**config.mk**
```make
export PLATFORM = sky130hd
export DESIGN_NAME = column_ground_finder
export DESIGN_NICKNAME = d
export VERILOG_FILES = /design/src/rtl/cgf_pkg.sv /design/src/rtl/column_ground_finder.sv
export SDC_FILE = /design/constraint.sdc
export NUM_CORES = 1
export LEC_CHECK = 0
export ABC_AREA = 0
export ABC_CLOCK_PERIOD_IN_PS = 9750
export BUFFER_PORTS_ARGS = -buffer_cell sky130_fd_sc_hd__buf_4
export CAP_MARGIN = 20
export CORE_MARGIN = 8
export CORE_UTILIZATION = 44
export CTS_CLUSTER_SIZE = 30
export DETAILED_ROUTE_END_ITERATION = 10
export GPL_TIMING_DRIVEN = 0
export PLACE_DENSITY = 0.68
export RECOVER_POWER = 100
export SKIP_LAST_GASP = 1
export SLEW_MARGIN = 0
export SYNTH_ARGS = -nofsm -noshare
export SYNTH_HDL_FRONTEND = slang
export SYNTH_SLANG_ARGS = --single-unit
```
**constraint.sdc**
```tcl
create_clock -name clk -period 9.75 [get_ports clk]
set_input_delay 0.975 -clock clk [delete_from_list [all_inputs] [get_ports clk]]
set_output_delay 0.975 -clock clk [all_outputs]
set_load 0.01 [all_outputs]
```
**src/rtl/cgf_pkg.sv**
```systemverilog
// Package with the types, widths and codes of the column ground finder.
`timescale 1ns / 1ps
`default_nettype none

package cgf_pkg;

    // Longest column that the voxel counter tracks before it saturates.
    localparam int COLUMN_DEPTH = 1024;
    localparam int CNT_W        = $clog2(COLUMN_DEPTH);

    // Fixed field widths.
    localparam int CLASS_W  = 2;
    localparam int HEIGHT_W = 32;
    localparam int GIDX_W   = 10;
    localparam int CLR_W    = 31;
    localparam int APB_DW   = 32;
    localparam int APB_AW   = 3;

    // Voxel occupancy classes.
    typedef enum logic [CLASS_W-1:0] {
        CLS_NULL       = 2'd0,
        CLS_UNOBSERVED = 2'd1,
        CLS_FREE       = 2'd2,
        CLS_OCCUPIED   = 2'd3
    } cls_t;

    // Register indexes, taken from paddr[2].
    typedef enum logic {
        REG_MIN_CLEARANCE = 1'b0,
        REG_VIRTUAL_SURF  = 1'b1
    } reg_idx_t;

endpackage

`default_nettype wire

```
**src/rtl/column_ground_finder.sv**
```systemverilog
// Column ground finder top level: walks one map column and reports its ground voxel.
// Stages: the input word register, then the result word register.
// Throughput: one word per cycle unless stalled; the only loop is the state update.
// Reset: rst_n is asynchronous and active low; it clears the column state,
// both configuration registers and the valid bits of both register stages.
`timescale 1ns / 1ps
`default_nettype none

module column_ground_finder (
    input  wire logic                                clk,
    input  wire logic                                rst_n,
    // Voxel input channel
    input  wire logic                                in_valid,
    output logic                                     in_stall,
    input  wire logic [cgf_pkg::CLASS_W-1:0]         voxel_class,
    input  wire logic signed [cgf_pkg::HEIGHT_W-1:0] voxel_elev,
    input  wire logic                                last_in_column,
    // Result channel
    output logic                                     out_valid,
    input  wire logic                                out_stall,
    output logic                                     found,
    output logic [cgf_pkg::GIDX_W-1:0]               ground_index,
    output logic signed [cgf_pkg::HEIGHT_W-1:0]      ground_height,
    output logic signed [cgf_pkg::HEIGHT_W-1:0]      last_height,
    output logic [cgf_pkg::CLR_W-1:0]                clearance,
    output logic                                     above_seen,
    // Configuration port
    input  wire logic                                psel,
    input  wire logic                                penable,
    input  wire logic                                pwrite,
    input  wire logic [cgf_pkg::APB_AW-1:0]          paddr,
    input  wire logic [cgf_pkg::APB_DW-1:0]          pwdata,
    output logic [cgf_pkg::APB_DW-1:0]               prdata,
    output logic                                     pready
);

    import cgf_pkg::*;

    localparam logic [CNT_W-1:0]    CNT_MAX    = CNT_W'(COLUMN_DEPTH - 1);
    localparam logic [HEIGHT_W-1:0] HEIGHT_MAX = {1'b0, {(HEIGHT_W-1){1'b1}}};

    // Configuration registers
    logic [CLR_W-1:0] min_clearance_reg;
    logic             virtual_surfaces_on_reg;
    reg_idx_t         reg_sel;
    logic             cfg_write;

    // Input register stage
    logic                       s1_valid_reg, s1_valid_next;
    logic [CLASS_W-1:0]         s1_class_reg;
    logic signed [HEIGHT_W-1:0] s1_height_reg;
    logic                       s1_last_reg;

    // Column state
    logic [CNT_W-1:0]           count_reg, count_next;
    logic [CLASS_W-1:0]         prev_class_reg, prev_class_next;
    logic                       have_reg, have_next;
    logic [CNT_W-1:0]           cand_idx_reg, cand_idx_next;
    logic signed [HEIGHT_W-1:0] cand_h_reg, cand_h_next;
    logic                       seen_reg, seen_next;
    logic                       done_reg, done_next;

    // Result register stage
    logic                       out_valid_reg, out_valid_next;
    logic                       found_reg;
    logic [GIDX_W-1:0]          gidx_reg;
    logic signed [HEIGHT_W-1:0] gh_reg;
    logic signed [HEIGHT_W-1:0] lh_reg;
    logic [CLR_W-1:0]           clr_reg;
    logic                       obs_reg;

    // Combinational result of the current voxel
    logic                       res_valid;
    logic                       res_found;
    logic [GIDX_W-1:0]          res_gidx;
    logic signed [HEIGHT_W-1:0] res_gh;
    logic signed [HEIGHT_W-1:0] res_lh;
    logic [CLR_W-1:0]           res_clr;
    logic                       res_obs;

    logic                  out_free;
    logic                  advance;
    logic                  in_accept;
    logic                  is_free, is_occ, prev_unobs, trigger;
    logic                  have_after;
    logic [HEIGHT_W:0]     diff;
    logic                  diff_meets;
    logic                  brk;
    logic [CLR_W-1:0]      diff_clamped;
    logic                  col_clear;

    // Handshake: the input stage moves on whenever the result slot can take a word.
    assign out_free  = !out_valid_reg || !out_stall;
    assign advance   = s1_valid_reg && out_free;
    assign in_stall  = s1_valid_reg && !out_free;
    assign in_accept = in_valid && !in_stall;

    // Configuration port decode.
    assign pready    = 1'b1;
    assign reg_sel   = reg_idx_t'(paddr[2]);
    assign cfg_write = psel && penable && pwrite && pready;

    always_comb
    begin
        unique case (reg_sel)
            REG_MIN_CLEARANCE: prdata = APB_DW'(min_clearance_reg);
            REG_VIRTUAL_SURF:  prdata = APB_DW'(virtual_surfaces_on_reg);
            default:           prdata = '0;
        endcase
    end

    always_ff @(posedge clk or negedge rst_n)
    begin
        if (!rst_n)
        begin
            min_clearance_reg       <= '0;
            virtual_surfaces_on_reg <= 1'b0;
        end
        else if (cfg_write)
        begin
            if (reg_sel == REG_MIN_CLEARANCE)
            begin
                min_clearance_reg <= pwdata[CLR_W-1:0];
            end
            else
            begin
                virtual_surfaces_on_reg <= pwdata[0];
            end
        end
    end

    // Candidate trigger and clearance test for the voxel in the input stage.
    assign is_free    = (s1_class_reg == CLS_FREE);
    assign is_occ     = (s1_class_reg == CLS_OCCUPIED);
    assign prev_unobs = (prev_class_reg == CLS_NULL) || (prev_class_reg == CLS_UNOBSERVED);
    assign trigger    = is_occ ||
                        (virtual_surfaces_on_reg && prev_unobs && is_free && !have_reg);
    assign have_after = have_reg || trigger;

    assign diff       = {s1_height_reg[HEIGHT_W-1], s1_height_reg}
                      - {cand_h_reg[HEIGHT_W-1], cand_h_reg};
    assign diff_meets = !diff[HEIGHT_W] &&
                        (diff[HEIGHT_W-1:0] >= {1'b0, min_clearance_reg});
    assign brk        = trigger && have_reg && diff_meets;

    // Clamp the difference to the clearance range.
    always_comb
    begin
        if (diff[HEIGHT_W])
        begin
            diff_clamped = '0;
        end
        else if (diff[HEIGHT_W-1])
        begin
            diff_clamped = '1;
        end
        else
        begin
            diff_clamped = diff[CLR_W-1:0];
        end
    end

    // Column state update and result formation.
    always_comb
    begin
        count_next      = count_reg;
        prev_class_next = prev_class_reg;
        have_next       = have_reg;
        cand_idx_next   = cand_idx_reg;
        cand_h_next     = cand_h_reg;
        seen_next       = seen_reg;
        done_next       = done_reg;
        col_clear       = 1'b0;

        res_valid = 1'b0;
        res_found = 1'b0;
        res_gidx  = '0;
        res_gh    = '0;
        res_lh    = '0;
        res_clr   = '0;
        res_obs   = 1'b0;

        if (advance)
        begin
            if (done_reg)
            begin
                // Past the break: only the column end matters.
                col_clear = s1_last_reg;
            end
            else
            begin
                if (count_reg < CNT_MAX)
                begin
                    count_next = count_reg + 1'b1;
                end
                seen_next = is_free || is_occ;

                if (brk)
                begin
                    // An occupied voxel far enough above the candidate ends the search.
                    res_valid = 1'b1;
                    res_found = 1'b1;
                    res_gidx  = GIDX_W'(cand_idx_reg);
                    res_gh    = cand_h_reg;
                    res_lh    = s1_height_reg;
                    res_clr   = diff_clamped;
                    res_obs   = seen_next;
                    if (s1_last_reg)
                    begin
                        col_clear = 1'b1;
                    end
                    else
                    begin
                        done_next = 1'b1;
                    end
                end
                else
                begin
                    if (trigger)
                    begin
                        have_next     = 1'b1;
                        cand_idx_next = count_reg;
                        cand_h_next   = s1_height_reg;
                        seen_next     = 1'b0;
                    end
                    prev_class_next = s1_class_reg;

                    // Column end without a break. The stored clearance height always
                    // equals the candidate height here, so the clearance is zero.
                    if (s1_last_reg)
                    begin
                        res_valid = 1'b1;
                        col_clear = 1'b1;
                        if (have_after)
                        begin
                            res_found = 1'b1;
                            res_gidx  = GIDX_W'(cand_idx_next);
                            res_gh    = cand_h_next;
                            res_lh    = s1_height_reg;
                            res_obs   = seen_next;
                        end
                    end
                end
            end
        end

        // Back to the reset state for the next column.
        if (col_clear)
        begin
            count_next      = '0;
            prev_class_next = CLS_NULL;
            have_next       = 1'b0;
            cand_idx_next   = '0;
            cand_h_next     = HEIGHT_MAX;
            seen_next       = 1'b0;
            done_next       = 1'b0;
        end
    end

    // Stage valid bits.
    always_comb
    begin
        if (in_accept)
        begin
            s1_valid_next = 1'b1;
        end
        else if (advance)
        begin
            s1_valid_next = 1'b0;
        end
        else
        begin
            s1_valid_next = s1_valid_reg;
        end

        if (out_free)
        begin
            out_valid_next = advance && res_valid;
        end
        else
        begin
            out_valid_next = out_valid_reg;
        end
    end

    // Control and column state registers.
    always_ff @(posedge clk or negedge rst_n)
    begin
        if (!rst_n)
        begin
            s1_valid_reg   <= 1'b0;
            out_valid_reg  <= 1'b0;
            count_reg      <= '0;
            prev_class_reg <= CLS_NULL;
            have_reg       <= 1'b0;
            cand_idx_reg   <= '0;
            cand_h_reg     <= HEIGHT_MAX;
            seen_reg       <= 1'b0;
            done_reg       <= 1'b0;
        end
        else
        begin
            s1_valid_reg   <= s1_valid_next;
            out_valid_reg  <= out_valid_next;
            count_reg      <= count_next;
            prev_class_reg <= prev_class_next;
            have_reg       <= have_next;
            cand_idx_reg   <= cand_idx_next;
            cand_h_reg     <= cand_h_next;
            seen_reg       <= seen_next;
            done_reg       <= done_next;
        end
    end

    // Input word register.
    always_ff @(posedge clk)
    begin
        if (in_accept)
        begin
            s1_class_reg  <= voxel_class;
            s1_height_reg <= voxel_elev;
            s1_last_reg   <= last_in_column;
        end
    end

    // Result word register, loaded only when the slot is free.
    always_ff @(posedge clk)
    begin
        if (out_free && advance && res_valid)
        begin
            found_reg <= res_found;
            gidx_reg  <= res_gidx;
            gh_reg    <= res_gh;
            lh_reg    <= res_lh;
            clr_reg   <= res_clr;
            obs_reg   <= res_obs;
        end
    end

    assign out_valid      = out_valid_reg;
    assign found          = found_reg;
    assign ground_index   = gidx_reg;
    assign ground_height  = gh_reg;
    assign last_height    = lh_reg;
    assign clearance      = clr_reg;
    assign above_seen     = obs_reg;

endmodule

`default_nettype wire

```
==> metrics.csv <==
stage,metric,value,unit
logic_synthesis,synthArstFlopShare,38.5,%
setup_path,r2r-start,cand_h_reg[0],
final_layout,synthToLayoutAreaGrowth,19.9,%
logic_synthesis,yosysUniqueCellTypes,59,
final_layout,num_antenna_cells,0,
routing,first_iter_violations,453,
logic_synthesis,yosys_warnings,0,
floorplanning,die_h,179,microns
setup_path,cp_slowest_stage_delay,0.72,ns
timing,fmax,120,MHz
cts,ctsHtreeMaxLevel,1,
logic_synthesis,yosysTopAreaCellShare,36.4,%
final_layout,layout-drive-gt1-share,14.5,%
pwr,peakVddDrop,0.140,mV
cts,postCtsSetupBuffers,0,
setup_path,startpoint,cand_h_reg[0],
cts,clk_latency,0.53,ns
setup_path,worst_ep_required_time,9.83,ns
min_path,min-delay-start,min_clearance_reg[8],
timing,relSlewSlack,-78.7,%
place,place_area,13900,sq um
setup_path,crit_chain,ha_1 -> inv_1 -> fa_1 -> a21o_1 -> a221oi_1 -> a2111o_1 -> o211ai_1 -> a31oi_1 -> o21ai_0 -> a31oi_1 -> xor2_1 -> inv_1 -> ha_1 -> a211oi_1 -> o221ai_1 -> a2111oi_0 -> o211ai_1 -> a21oi_1 -> a211o_1 -> a21bo_1 -> nand3_1 -> clkbuf_1 -> o21ai_4 -> clkbuf_1,
logic_synthesis,synth_common_cells,"142 x edfxtp_1, 135 x nor2_1, 88 x inv_1",
pwr,power.leakage,6.03,nW
final_layout,fill_cells,2403,
setup_path,worstSetupPathType,flop to flop,
routing,first_pass_iters,5,
routing,via_per_inst,5.30,
global_routing,grt_first_pass_wirelength,48600,microns
setup_path,start_kind,flop,
logic_synthesis,synth_area_leaders,"edfxtp_1 36%, dfrtp_1 12%, dfstp_2 6.9%",
timing,finClkSkew,0.0157,ns
timing,finalHoldViolations,0,
status,status,finished with violations,
min_path,holdCritPathClass,flop to flop,
logic_synthesis,synth_nets,1164,
global_routing,grt_pass1_vias,8765,
timing,fin_crit_sh,85.8,%
logic_synthesis,yosys.area.top_type,edfxtp_1,
cts,cts_hold_buf,0,
logic_synthesis,ys_seq_elements,231,
floorplanning,die_area,32100,sq um
floorplanning,start_util,44.9,%
pwr,power_density,241,nW/um^2
logic_synthesis,ys_seq_area_share,55.7,%
global_routing,antenna_found_initial,0,
place,dp_hpwl,23800,microns
routing,via_count,8599,
floorplanning,row_count,59,
place,routabilityCongestion,0.864,
setup_path,endpoint_kind,flop,
floorplanning,ios,219,
cts,cts_tree,yes,
timing,final_max_slew_viol_count,116,
timing,tightestPinTransition,2.68,ns
cts,ctsLongestPathBuffers,3,
setup_path,slowest_stage,a221oi_1,
setup_path,critPathMaxFanout,23,
place,portBuffers,212,
floorplanning,fp.dieW,179,microns
global_routing,grt_overflow,0,
setup_path,path_delay_family,compound AO/OA/AOI/OAI gates,
global_routing,grt_use_total,19.5,%
logic_synthesis,ys.flop_type,edfxtp_1,
status,violations,"max-capacitance violations, max-slew violations",
logic_synthesis,synth_area_per_cell,11.5,sq um
cts,cts_resized,0,
global_routing,grt_start_max_net_pins,46,
timing,rsz0062_at_grt,false,
timing,setup_viol,0,
cts,cts_buffers,25,
cts,cts_root_buffer,clkbuf_16,
final_layout,final_util,53.8,%
final_layout,fin_area,14100,sq um
routing,wl_per_cell,19.5,microns
floorplanning,core-area,26100,sq um
logic_synthesis,synth_edf_count,142,
setup_path,arrival,8.45,ns
routing,wirelength,31600,microns
timing,period_minus_slack,8.37,ns
final_layout,nets,1410,
setup_path,crit_buf_inv,4,
routing,drc,0,
cts,cts.clk_slew.worst_paths,0.06,ns
logic_synthesis,netlist_instances,1022,
cts,cts_sinks,231,
routing,antenna_left,0,
logic_synthesis,syn_area,11700,sq um
logic_synthesis,yosysMostFrequentCell,edfxtp_1,
flow_run,max_cap_viol_count,3,
## power by group
part	internal (mW)	switching (mW)	total, mW
Combinational	0.430	0.675	1.10
Clock	0.577	0.385	0.962
Sequential	1.24	0.0898	1.33
## worst paths after layout
path | slack [ns] | depth (start not counted) | to
worst max-delay path | 1.38 | 24 | last_height[22]
worst min-delay path | 0.51 | 1 | min_clearance_reg[8]
worst max register to register | 1.38 | 24 | last_height[22]
worst min register to register | 0.51 | 1 | min_clearance_reg[8]
max in group asynchronous | 4.99 | 2 | prev_class_reg[1]
min in group asynchronous | 1.24 | 1 | min_clearance_reg[6]
## metrics by stage
stage	worst slack (ns)	total power [mW]	setup TNS, ns	hold slack, ns	cells
2_1_floorplan	1.27	2.10	0	0.479	1022
3_3_place_gp	-1.88	2.50	-199.82	0.488	1569
3_5_place_dp	2.03	2.53	0	0.493	1576
4_1_cts	2.00	3.51	0	0.464	1622
5_1_grt	0.848	3.60	0	0.520	1622
6_report	1.38	3.39	0	0.506	1622
## cell families (layout without fill, tap and decap cells)
logic type | after synthesis | count (layout) | share of synthesized area, %
fa+ha+maj | 65 | 65 | 7.00
flops | 231 | 231 | 55.7
other cells | 2 | 2 | 0.0641
compound gates | 204 | 204 | 12.2
xor+xnor | 36 | 36 | 2.69
mux | 77 | 77 | 6.93
simple gates | 276 | 276 | 10.6
buf+inv | 131 | 396 | 4.76
## layer usage
metal,share of wire [%],wire length [microns],global-route usage (%)
met5,0,0,0
met4,2.6,820,5.41
met3,5.6,1760,3.18
met2,49,15400,34.0
met1,43,13500,24.6
## area by class of cell
cell class	instances	area, sq um	share of cell area, %
clock buffer	32	652	4.64
inverter	88	330	2.35
clock inverter	14	166	1.18
multi-input combinational	660	4630	33.0
tap	335	419	2.98
timing repair buffer	219	1150	8.17
buffer	43	178	1.26
sequential	231	6530	46.4
## cell usage in the layout (no fill, tap or decap), types with 22 or more instances in the layout
cell type / instances
ha_1: 64
a21o_1: 22
mux2i_1: 44
buf_4: 38
clkbuf_4: 35
a22o_1: 42
nor2_1: 135
inv_1: 88
clkbuf_1: 189
clkbuf_16: 25
dfrtp_1: 58
nand2_1: 55
edfxtp_1: 142
a21oi_1: 66
mux2_2: 33
dfstp_2: 31
Note: power is estimated with default switching activity, not from simulation.
